**src/sv/tss_pkg.sv**
```systemverilog
// Shared types, constants and helpers for the temperature seven-segment scanner.
// No dependencies; used by tss_digit_conv and temperature_seven_segment_scanner.
package tss_pkg;

  localparam int NumDigitsDefault = 4;
  localparam int MaxDigits        = 8;

  localparam int RawW   = 11;   // raw sample, 1/16 degree
  localparam int HundW  = 14;   // hundredths of a degree, max 12794
  localparam int DigitW = 4;
  localparam int SegW   = 8;
  localparam int SelW   = 4;
  localparam int ScanW  = 8;
  localparam int SampW  = 16;
  localparam int PointW = 2;
  localparam int AddrW  = 4;
  localparam int DataW  = 32;

  localparam logic [ScanW-1:0]  ScanPeriodRst   = 8'd4;
  localparam logic [SampW-1:0]  SamplePeriodRst = 16'd1001;
  localparam logic [PointW-1:0] PointDigitRst   = 2'd1;

  localparam logic [SegW-1:0] SegPoint = 8'h80;
  localparam logic [SelW-1:0] SelBlank = 4'hF;

  // hex font, bit0 = A .. bit6 = G
  localparam logic [SegW-1:0] SegTable [16] = '{
    8'h3F, 8'h06, 8'h5B, 8'h4F, 8'h66, 8'h6D, 8'h7D, 8'h07,
    8'h7F, 8'h6F, 8'h77, 8'h7C, 8'h39, 8'h5E, 8'h79, 8'h71
  };

  typedef enum logic [0:0] {
    OP_TICK   = 1'b0,
    OP_SAMPLE = 1'b1
  } opcode_e;

  // register index = paddr[3:2]
  typedef enum logic [1:0] {
    REG_SCAN_PERIOD   = 2'd0,
    REG_SAMPLE_PERIOD = 2'd1,
    REG_POINT_DIGIT   = 2'd2
  } reg_idx_e;

  // x / 10^e for x < 2^14, reciprocal multiply with s = 14 + ceil(log2(10^e))
  function automatic logic [HundW-1:0] div_pow10(input logic [HundW-1:0] x, input int e);
    logic [29:0] prod;
    logic [HundW-1:0] q;
    prod = '0;
    q    = '0;
    case (e)
      0: q = x;
      1: begin
        prod = 30'(x) * 30'd26215;
        q    = HundW'(prod >> 18);
      end
      2: begin
        prod = 30'(x) * 30'd20972;
        q    = HundW'(prod >> 21);
      end
      3: begin
        prod = 30'(x) * 30'd16778;
        q    = HundW'(prod >> 24);
      end
      4: begin
        prod = 30'(x) * 30'd26844;
        q    = HundW'(prod >> 28);
      end
      default: q = '0;
    endcase
    return q;
  endfunction

  // decimal digit of weight 10^e
  function automatic logic [DigitW-1:0] digit_at(input logic [HundW-1:0] x, input int e);
    logic [HundW-1:0] qa;
    logic [HundW-1:0] qb;
    logic [HundW-1:0] rem;
    qa  = div_pow10(x, e);
    qb  = div_pow10(x, e + 1);
    rem = qa - ((qb << 3) + (qb << 1));
    return rem[DigitW-1:0];
  endfunction

endpackage

```
**src/sv/tss_digit_conv.sv**
```systemverilog
// Raw sample to decimal digits: hundredths = floor((25*raw+2)/4), split per position.
// Depends on tss_pkg.
module tss_digit_conv #(
  parameter int NUM_DIGITS = tss_pkg::NumDigitsDefault
) (
  input  logic [tss_pkg::RawW-1:0]   raw_i,
  output logic [tss_pkg::DigitW-1:0] digits_o [NUM_DIGITS]
);

  logic [tss_pkg::HundW+1:0] scaled;
  logic [tss_pkg::HundW-1:0] hund;

  // 25*raw = 16*raw + 8*raw + raw
  assign scaled = ((tss_pkg::HundW+2)'(raw_i) << 4) + ((tss_pkg::HundW+2)'(raw_i) << 3)
                + (tss_pkg::HundW+2)'(raw_i) + (tss_pkg::HundW+2)'(2);
  assign hund   = scaled[tss_pkg::HundW+1:2];

  // position 0 is most significant
  for (genvar k = 0; k < NUM_DIGITS; k++) begin : g_digit
    assign digits_o[k] = tss_pkg::digit_at(hund, NUM_DIGITS - 1 - k);
  end

endmodule

```
**src/sv/temperature_seven_segment_scanner.sv**
```systemverilog
// Top level of the multiplexed seven-segment temperature scanner.
// Depends on tss_pkg and tss_digit_conv.
//
//   channel  dir  handshake                 payload
//   in       in   in_valid_i / in_stall_o   opcode_i, raw_temp_i
//   out      out  out_valid_o / out_stall_i segments_o, digit_select_o,
//                                           sample_request_o, display_update_o
//   cfg      in   APB psel/penable/pwrite   paddr (0,4,8), pwdata, prdata
//
// Every input word yields exactly one output word; one per cycle unless stalled.
// All state updates and the result are formed in the cycle a word is accepted
// and land in the output register at the clock edge that accepts it.
// in_stall_o is high only while the output register holds a word that the
// sink is stalling; a word taken at the same edge frees the slot.
// Reset: digits 1,2,3,4, display blank, digit index at the last position,
// counters zero, registers at their defaults. No clearing pass.
module temperature_seven_segment_scanner #(
  parameter int NUM_DIGITS = tss_pkg::NumDigitsDefault
) (
  input  logic                        clk_i,
  input  logic                        rst_ni,
  // input channel
  input  logic                        in_valid_i,
  output logic                        in_stall_o,
  input  logic [0:0]                  opcode_i,
  input  logic [tss_pkg::RawW-1:0]    raw_temp_i,
  // output channel
  output logic                        out_valid_o,
  input  logic                        out_stall_i,
  output logic [tss_pkg::SegW-1:0]    segments_o,
  output logic [tss_pkg::SelW-1:0]    digit_select_o,
  output logic                        sample_request_o,
  output logic                        display_update_o,
  // configuration
  input  logic                        psel,
  input  logic                        penable,
  input  logic                        pwrite,
  input  logic [tss_pkg::AddrW-1:0]   paddr,
  input  logic [tss_pkg::DataW-1:0]   pwdata,
  output logic [tss_pkg::DataW-1:0]   prdata,
  output logic                        pready
);

  localparam int IdxW = (NUM_DIGITS > 1) ? $clog2(NUM_DIGITS) : 1;
  localparam logic [IdxW-1:0] LastIdx = IdxW'(NUM_DIGITS - 1);

  // ---------------------------------------------------------------------------
  // Configuration registers
  // ---------------------------------------------------------------------------
  logic [tss_pkg::ScanW-1:0]  scan_period_q;
  logic [tss_pkg::SampW-1:0]  sample_period_q;
  logic [tss_pkg::PointW-1:0] point_digit_q;
  logic                       cfg_wr;
  tss_pkg::reg_idx_e          cfg_idx;

  assign pready  = 1'b1;
  assign cfg_wr  = psel & penable & pwrite;
  assign cfg_idx = tss_pkg::reg_idx_e'(paddr[3:2]);

  always_ff @(posedge clk_i or negedge rst_ni) begin
    if (!rst_ni) begin
      scan_period_q   <= tss_pkg::ScanPeriodRst;
      sample_period_q <= tss_pkg::SamplePeriodRst;
      point_digit_q   <= tss_pkg::PointDigitRst;
    end else if (cfg_wr) begin
      unique case (cfg_idx)
        tss_pkg::REG_SCAN_PERIOD:   scan_period_q   <= pwdata[tss_pkg::ScanW-1:0];
        tss_pkg::REG_SAMPLE_PERIOD: sample_period_q <= pwdata[tss_pkg::SampW-1:0];
        tss_pkg::REG_POINT_DIGIT:   point_digit_q   <= pwdata[tss_pkg::PointW-1:0];
        default: ;  // unmapped address, write dropped
      endcase
    end
  end

  always_comb begin
    unique case (cfg_idx)
      tss_pkg::REG_SCAN_PERIOD:   prdata = tss_pkg::DataW'(scan_period_q);
      tss_pkg::REG_SAMPLE_PERIOD: prdata = tss_pkg::DataW'(sample_period_q);
      tss_pkg::REG_POINT_DIGIT:   prdata = tss_pkg::DataW'(point_digit_q);
      default:                    prdata = '0;
    endcase
  end

  // ---------------------------------------------------------------------------
  // Handshake
  // ---------------------------------------------------------------------------
  logic out_valid_q;
  logic in_accept;
  logic out_take;

  assign in_stall_o = out_valid_q & out_stall_i;
  assign in_accept  = in_valid_i & ~in_stall_o;
  assign out_take   = out_valid_q & ~out_stall_i;

  // ---------------------------------------------------------------------------
  // Sample conversion
  // ---------------------------------------------------------------------------
  logic [tss_pkg::DigitW-1:0] conv_digits [NUM_DIGITS];

  tss_digit_conv #(
    .NUM_DIGITS(NUM_DIGITS)
  ) u_conv (
    .raw_i   (raw_temp_i),
    .digits_o(conv_digits)
  );

  // ---------------------------------------------------------------------------
  // Scanner state
  // ---------------------------------------------------------------------------
  logic [tss_pkg::ScanW-1:0]  tick_count_q, tick_count_d, tick_inc;
  logic [tss_pkg::SampW-1:0]  sample_count_q, sample_count_d;
  logic [IdxW-1:0]            digit_index_q, digit_index_d, digit_next;
  logic [tss_pkg::DigitW-1:0] digit_values_q [NUM_DIGITS];
  logic [tss_pkg::DigitW-1:0] digit_values_d [NUM_DIGITS];
  logic [tss_pkg::SegW-1:0]   seg_latch_q, seg_latch_d, seg_shown;
  logic [tss_pkg::SelW-1:0]   sel_latch_q, sel_latch_d, sel_shown;
  logic                       advance;
  logic                       sample_req_q, update_q;

  assign tick_inc   = tick_count_q + tss_pkg::ScanW'(1);
  assign digit_next = (digit_index_q == LastIdx) ? '0 : digit_index_q + IdxW'(1);

  // pattern of the position about to be shown
  always_comb begin
    seg_shown = tss_pkg::SegTable[digit_values_q[digit_index_q]];
    if (int'(digit_index_q) == int'(point_digit_q)) begin
      seg_shown = seg_shown | tss_pkg::SegPoint;
    end
    // positions with no select line leave the display dark
    for (int b = 0; b < tss_pkg::SelW; b++) begin
      sel_shown[b] = (int'(digit_index_q) != b);
    end
  end

  always_comb begin
    tick_count_d   = tick_count_q;
    sample_count_d = sample_count_q;
    digit_index_d  = digit_index_q;
    digit_values_d = digit_values_q;
    seg_latch_d    = seg_latch_q;
    sel_latch_d    = sel_latch_q;
    advance        = 1'b0;
    if (in_accept) begin
      if (opcode_i == tss_pkg::OP_SAMPLE) begin
        digit_values_d = conv_digits;
        sample_count_d = '0;
      end else begin
        if (sample_count_q != '1) begin
          sample_count_d = sample_count_q + tss_pkg::SampW'(1);
        end
        if (tick_inc >= scan_period_q) begin
          tick_count_d  = '0;
          seg_latch_d   = seg_shown;
          sel_latch_d   = sel_shown;
          digit_index_d = digit_next;
          advance       = 1'b1;
        end else begin
          tick_count_d = tick_inc;
        end
      end
    end
  end

  always_ff @(posedge clk_i or negedge rst_ni) begin
    if (!rst_ni) begin
      tick_count_q   <= '0;
      sample_count_q <= '0;
      digit_index_q  <= LastIdx;
      for (int k = 0; k < NUM_DIGITS; k++) begin
        digit_values_q[k] <= tss_pkg::DigitW'(k + 1);
      end
      seg_latch_q    <= '0;
      sel_latch_q    <= tss_pkg::SelBlank;
    end else begin
      tick_count_q   <= tick_count_d;
      sample_count_q <= sample_count_d;
      digit_index_q  <= digit_index_d;
      digit_values_q <= digit_values_d;
      seg_latch_q    <= seg_latch_d;
      sel_latch_q    <= sel_latch_d;
    end
  end

  // ---------------------------------------------------------------------------
  // Output register; the latches double as the segment and select fields
  // ---------------------------------------------------------------------------
  always_ff @(posedge clk_i or negedge rst_ni) begin
    if (!rst_ni) begin
      out_valid_q <= 1'b0;
    end else if (in_accept) begin
      out_valid_q <= 1'b1;
    end else if (out_take) begin
      out_valid_q <= 1'b0;
    end
  end

  always_ff @(posedge clk_i) begin
    if (in_accept) begin
      sample_req_q <= (sample_count_d >= sample_period_q);
      update_q     <= advance;
    end
  end

  assign out_valid_o      = out_valid_q;
  assign segments_o       = seg_latch_q;
  assign digit_select_o   = sel_latch_q;
  assign sample_request_o = sample_req_q;
  assign display_update_o = update_q;

  // ---------------------------------------------------------------------------
  // Assertions
  // ---------------------------------------------------------------------------
  a_stall_only_when_full: assert property (@(posedge clk_i) disable iff (!rst_ni)
    in_stall_o |-> out_valid_o)
    else $error("input stalled with empty output register");

  a_sample_no_update: assert property (@(posedge clk_i) disable iff (!rst_ni)
    (in_accept && opcode_i == tss_pkg::OP_SAMPLE) |=> (out_valid_o && !display_update_o))
    else $error("sample word reported a display update");

  a_index_range: assert property (@(posedge clk_i) disable iff (!rst_ni)
    int'(digit_index_q) < NUM_DIGITS)
    else $error("digit index out of range");

  a_one_select: assert property (@(posedge clk_i) disable iff (!rst_ni)
    (NUM_DIGITS <= tss_pkg::SelW && out_valid_o && display_update_o)
      |-> ($countones(~digit_select_o) == 1))
    else $error("advance did not select exactly one digit");

endmodule

```
**config.mk**
```make
export PLATFORM = sky130hd
export DESIGN_NAME = temperature_seven_segment_scanner
export DESIGN_NICKNAME = d
export VERILOG_FILES = /design/src/sv/tss_pkg.sv /design/src/sv/tss_digit_conv.sv /design/src/sv/temperature_seven_segment_scanner.sv
export SDC_FILE = /design/constraint.sdc
export NUM_CORES = 1
export LEC_CHECK = 0
export ABC_AREA = 1
export BUFFER_PORTS_ARGS = -buffer_cell sky130_fd_sc_hd__buf_2
export CAP_MARGIN = 25
export CORE_MARGIN = 5
export CORE_UTILIZATION = 35
export CTS_CLUSTER_DIAMETER = 200
export DETAILED_ROUTE_END_ITERATION = 7
export GPL_TIMING_DRIVEN = 0
export PLACE_DENSITY = 0.49
export SLEW_MARGIN = 20
export SYNTH_ARGS = -nofsm -noshare
export SYNTH_HDL_FRONTEND = slang
export SYNTH_SLANG_ARGS = --single-unit
export TNS_END_PERCENT = 20
```
**constraint.sdc**
```tcl
create_clock -name clk_i -period 3.2 [get_ports clk_i]
set_clock_uncertainty 0.05 [all_clocks]
set_input_delay 0.8 -clock clk_i [delete_from_list [all_inputs] [get_ports clk_i]]
set_output_delay 0.8 -clock clk_i [all_outputs]
set_load 0.05 [all_outputs]
```
**Word level (Yosys, flattened, before mapping)**

Memory sizes are Yosys's and may differ from the RTL's.
Index checks and enable logic that the tools add are counted.

- Input bits: 55
- Bits in writable memories: 0
- Logic and storage cells: 80
- Memories: 1
- Register bits: 83
- Memory bits (read-only): 128
- Latch bits: 0

Memory list:

| memory | words | width | rd ports | clocked after memory_dff | wr ports | RTL line | text |
|---|---|---|---|---|---|---|---|
| (no name shown) | 16 | 8 | 1 | 0 | 0 | temperature_seven_segment_scanner.sv:125 | `seg_shown = tss_pkg::SegTable[digit_values_q[digit_index_q]];` |

- Reduce and logical (&&, ||, !) cells: 9
- Multiply operators: 4
- Bitwise operators: 10
- Shift-type cells: 0
- Add/sub/neg operators: 14
- Mux-type cells: 15
- Magnitude comparators: 4
- Divide/modulo/power cells: 0
- Eq/ne operators: 8

Operator list:

| operator | number |
|---|---|
| 16-bit 2-to-1 mux | 3 |
| 16-bit case mux with 3 select lines | 1 |
| 8-bit 2-to-1 mux | 4 |
| 14-bit by 13-bit multiplier with 27-bit output (second input constant) | 1 |
| 14-bit by 14-bit multiplier with 27-bit output (second input constant) | 1 |
| 14-bit by 13-bit multiplier with 23-bit output (second input constant) | 1 |
| 14-bit by 15-bit multiplier with 22-bit output (second input constant) | 1 |
| 15-bit by 14-bit adder with 16-bit output | 1 |
| 16-bit by 1-bit adder with 16-bit output (second input constant) | 1 |
| 16-bit by 11-bit adder with 16-bit output | 1 |
| 16-bit by 2-bit adder with 16-bit output (second input constant) | 1 |
| 16-bit greater-or-equal comparator | 1 |
| 16-bit != test (second input constant) | 1 |
| 4-bit subtractor | 4 |
| 4-bit adder | 3 |
| 2-bit AND reduction | 5 |
| 8-bit by 1-bit adder with 8-bit output (second input constant) | 1 |
| 4-bit binary-select mux with 2-bit select | 1 |
| 8-bit greater-or-equal comparator | 1 |
| 4-bit 2-to-1 mux | 2 |
| 1-bit AND | 5 |
| 5-bit greater-or-equal comparator (second input constant) | 1 |
| 4-bit NOT with 5-bit output | 1 |
| 4-bit by 2-bit adder with 4-bit output | 1 |
| 14 further kinds | 21 |

**Logic depth before layout (Yosys ltp)**

- Depth after elaboration: 9
- Depth in mapped cells: 46

**Hierarchy**

A second synthesis with hierarchy kept.

- Cell total of the unflattened synthesis: 2198
- Area total of the unflattened synthesis: 17565.6 µm²

By module, submodules not included:

| module | cells each | seq. area each (µm²) | area each (µm²) | times used |
|---|---|---|---|---|
| tss_digit_conv | 1534 | 0.0 | 12473.2 | 1 |
| temperature_seven_segment_scanner | 664 | 2112.0 | 5092.4 | 1 |

**Worst setup path after synthesis**

OpenSTA, ideal clock, no wires.

- Path type: input to register
- From: input raw_temp_i[0] in the netlist's numbering
- To: register digit_values_q[7] in the netlist's numbering
- Setup slack: -4.967 ns
- Arrival: 8.000 ns
- Setup time: 0.117 ns
- Path buffers: 0
- Cell stages on the path: 41
- Cells stage by stage: fa_1 > ha_1 > nand3_1 > nand2_1 > nand3_1 > nand2_1 > nand2_1 > nand2_1 > nand2_1 > nand2_2 > a21oi_1 > o21bai_2 > xor2_1 > ha_1 > inv_1 > fa_1 > fa_1 > fa_1 > [5 not listed] > ha_1 > a21oi_1 > o21ai_0 > a21oi_1 > nand3_1 > nand2_1 > nand2_2 > ha_1 > inv_1 > nand2_1 > nand2_1 > inv_1 > nand2_1 > nand3_1 > nand2_1 > nand2_1 > nand3_1 > nand2_1

- Word-level cells in the longest chain between the ends: 6

Ends and longest elaborated chain:

| item | RTL line | text |
|---|---|---|
| start, declared | temperature_seven_segment_scanner.sv:26 | `input logic [tss_pkg::RawW-1:0] raw_temp_i,` |
| 15-bit by 14-bit adder with 16-bit output | tss_digit_conv.sv:14 | `assign scaled = ((tss_pkg::HundW+2)'(raw_i) << 4) + ((tss_pkg::HundW+2)'(raw_i) << 3)` |
| 16-bit by 11-bit adder with 16-bit output (*) | tss_digit_conv.sv:15 | `+ (tss_pkg::HundW+2)'(raw_i) + (tss_pkg::HundW+2)'(2);` |
| 16-bit by 2-bit adder with 16-bit output (*) | tss_digit_conv.sv:15 |  |
| 14-bit by 13-bit multiplier with 23-bit output | tss_pkg.sv:57 | `prod = 30'(x) * 30'd20972;` |
| 4-bit adder | tss_pkg.sv:80 | `rem = qa - ((qb << 3) + (qb << 1));` |
| 4-bit subtractor (*) | tss_pkg.sv:80 |  |
| end signal, assigned by index | temperature_seven_segment_scanner.sv:170 | `digit_values_q[k] <= tss_pkg::DigitW'(k + 1);` |
| end signal, assigned | temperature_seven_segment_scanner.sv:178 | `digit_values_q <= digit_values_d;` |
| end, declared | temperature_seven_segment_scanner.sv:113 | `logic [tss_pkg::DigitW-1:0] digit_values_q [NUM_DIGITS];` |

Every way passes the cells marked *; elsewhere a longest branch is shown, timed or not.
A chain may end at the register's enable or synchronous reset.

**Final worst setup path**

- From: input raw_temp_i[3] in the netlist's numbering
- To: register digit_values_q[7] in the netlist's numbering

Same word-level chain as after synthesis.

==> impl_metrics.toml <==
[status]
status = "complete, but fails checks"
violations = "negative setup slack"

[timing]
relSlewSlack_pct = 42.4
finalCriticalPeriod_ps = 7630
finalHoldViolCount = 0
fin_ws_ps = -4430
worstMarginPinSlew_ps = 864
tns_ps = -59490
fmax_ghz = 0.131
period_share_pct = 238
finalSetupViolCount = 15
rsz0062_at_grt = "true"
timing.final.max_slew_violations = 0

[synth]
synth_xor_area_share_pct = 1.50
synth_seq_cells = 83
syn_inst = 2181
netlist_area_um2 = 17400
muxShareOfSynthArea_pct = 0
syn_avg_cell_area_um2 = 8.00
yosys_warnings = 0
synth_ff_type = "dfrtp_1"
ys_top_cells_by_area = "ha_1 25%, fa_1 24%, inv_1 13%, dfrtp_1 8.8%, nand2_1 8.0%"
synthArstFlopShare_pct = 97.6
synth.distinct_cells = 50
synth_edf_count = 2
synthSimpleGateAreaFrac_pct = 16.6
synth-compound-area-share_pct = 7.20
yosysTopAreaCell = "ha_1"
yosysTopAreaCellShare_pct = 25.0
synth_top_family_by_area = "adder cells"
synth_fa_ha_area_share_pct = 48.6
ys_seq_area_share_pct = 12.1

[floorplan]
core_um2 = 49200
initial_core_util_pct = 35.5
io_pins = 104
die_x_um = 233
die_area_um2 = 54400
die_y_um = 233
core.rowCount = 81

[cts]
cts_htree_levels = 3
cts.sinks = 83
clk_path_buf_depth = 2
numCtsBuffers = 9
ctsHoldBuffers = 0
insertion_delay_ps = 340
cts_tree = "built"
clkSlewWorstSetupHoldPaths_ps = 60
root_buffer = "clkbuf_16"

[routing]
drtIter0Drc = 581
detail_route.vias_per_cell = 4.59
drc_errors = 0
wl_per_cell_um = 15.9
drt_pass1_iterations = 5
antenna_left = 0
finalWirelength_um = 48200
vias = 13900

[layout]
synthToLayoutAreaGrowth_pct = 18.1
fillers = 5029
drive_above_1_share_pct = 16.5
ff_latch_area_um2 = 2110
num_antenna_cells = 0
final_area_um2 = 20600
multi_input_area_um2 = 13800
nNetsFinal = 2961

[hold_path]
hold-path-cell-count = 2
min-delay-start = "digit_values_q[4]$_DFFE_PN1P_"
min_to = "digit_values_q[4]$_DFFE_PN1P_"
worstHoldPathType = "flip-flop to flip-flop"

[worst_setup_path]
ff2ff_setup_slack_ps = 240
criticalPathCategory = "input port to flip-flop"
max_stage_delay_ps = 590
worstSetupStartpointType = "input port"
critical_path_required_ps = 3380
r2r-start = "sample_count_q[0]$_DFF_PN0_"
arrival_ps = 7810
path_max_fanout = 4
worst-r2r-cell-count = 17
slowest_stage = "fa_2"
r2r_end = "sample_request_o$_DFFE_PP_"
end_kind = "flip-flop"
cpMostUsedCell = "nand2_1"

[placement]
dp_slack_ps = -5770
place_congestion = 0.872
io_buffers = 68
dp_hpwl_um = 40500
place_area_um2 = 19000

[job]
drv_cap = 0

[global_route]
grt_util_all_layers_pct = 18.0
use_met3_pct = 1.43
grt_use_met1_pct = 22.8
top_usage_layer = "met2"
grt-ovfl-total = 0
first_global_vias = 14500
antenna_found_initial = 0
grt_max_degree = 52
use_met2_pct = 32.9
grt_pass1_wl_um = 77200
-- flip-flops by register name, indices dropped and copies added (netlist names) --
signal,count
digit_values_q,16
sample_count_q,16
sample_period_q,16
scan_period_q,8
segments_o,8
tick_count_q,8
digit_select_o,4
digit_index_q,2
point_digit_q,2
display_update_o,1
out_valid_o,1
sample_request_o,1
-- synth_stat cells, types with 4 or more instances --
library cell / n
o21ai_1: 4
fa_1: 205
nor3_2: 6
a21o_1: 8
ha_1: 349
a31oi_1: 7
inv_2: 9
nor2_2: 5
o21a_1: 5
nor3_1: 13
nand2_1: 373
clkbuf_1: 10
clkinv_1: 5
nand2_2: 23
a21oi_1: 87
o21ai_0: 84
nand4_1: 27
o22ai_1: 7
nand3_1: 76
xnor2_1: 5
nand3_2: 4
nor2_4: 4
inv_1: 587
dfrtp_1: 61
or2_2: 4
buf_4: 17
nand2_4: 4
xor2_1: 23
dfstp_2: 20
o21bai_1: 9
nor2_1: 106
-- per-layer routing --
layer	wire, um	part of all wire, %
met5	0	0
met2	24500	51
met1	21200	44
met4	1420	3.0
met3	1040	2.2
-- repair_timing --
item | in CTS | in global routing
hold endpoints to repair | 0 | 0
pin swaps | 51 | 43
buffers inserted | 42 | 31
setup endpoints to repair | 15 | 17
gates resized for setup | 85 | 77
-- worst max-delay path: cells and delay by family --
family                   cells  cell delay, ps
AO/OA/AOI/OAI                3             580
XOR/XNOR                     1             290
buffers and inverters        6             350
AND/OR/NAND/NOR             20            1520
adder cells (fa/ha/maj)     10            4270
-- through the flow --
| stage | utilization, % | hold slack, ps | std cells |
|---|---|---|---|
| after floorplan | - | 391 | 2196 |
| after global placement | 38.5 | 411 | 2928 |
| after detailed placement | 38.7 | 409 | 2934 |
| after CTS | 40.9 | 420 | 2992 |
| after global routing | 41.9 | 441 | 3021 |
| final | 41.9 | 419 | 3021 |
-- final cells by class --
class,count,share of cell area (%)
Multi-Input combinational cell,1483,67.0
Inverter,601,11.1
Sequential cell,83,10.3
Timing Repair Buffer,145,5.30
Tap cell,664,4.03
Clock buffer,14,1.28
Buffer,29,0.856
Clock inverter,2,0.170
-- cells by family after synthesis --
| family | after synthesis |
|---|---|
| flops | 83 |
| simple gates | 659 |
| xor+xnor | 29 |
| fa+ha+maj | 554 |
| buf+inv | 630 |
| other cells | 2 |
| compound gates | 224 |
-- how the worst max path moves through the flow --
stage	startpoint	end	slack [ps]	cells past startpoint
floorplan	raw_temp_i[4]	digit_values_q[7]$_DFFE_PN0P_	-4320	40
global placement	raw_temp_i[5]	digit_values_q[11]$_DFFE_PN0P_	-6630	38
detailed placement	raw_temp_i[1]	digit_values_q[11]$_DFFE_PN0P_	-5770	40
CTS	raw_temp_i[6]	digit_values_q[7]$_DFFE_PN0P_	-4430	40
global route	raw_temp_i[3]	digit_values_q[7]$_DFFE_PN0P_	-4730	40
finish	raw_temp_i[3]	digit_values_q[7]$_DFFE_PN0P_	-4430	40
-- layout by cell type (no fill, tap or decap), types with 12 or more instances in the layout --
cell and n:
inv_2 19, nand2_2 41, ha_4 21, dfrtp_1 61, nand2_4 14, o21ai_0 77
nor3_1 13, nand3_1 66, conb_1 17, nand3_2 12, a21oi_1 73, nand4_1 27
buf_2 63, buf_4 79, nand2_1 343, ha_1 321, dfstp_2 20, fa_1 198
xor2_1 16, clkbuf_1 12, nor2_1 100, inv_1 571
Power is left out: the tool's default activity adds up to more than one toggle a clock period on the data nets, which glitch-free logic cannot reach.
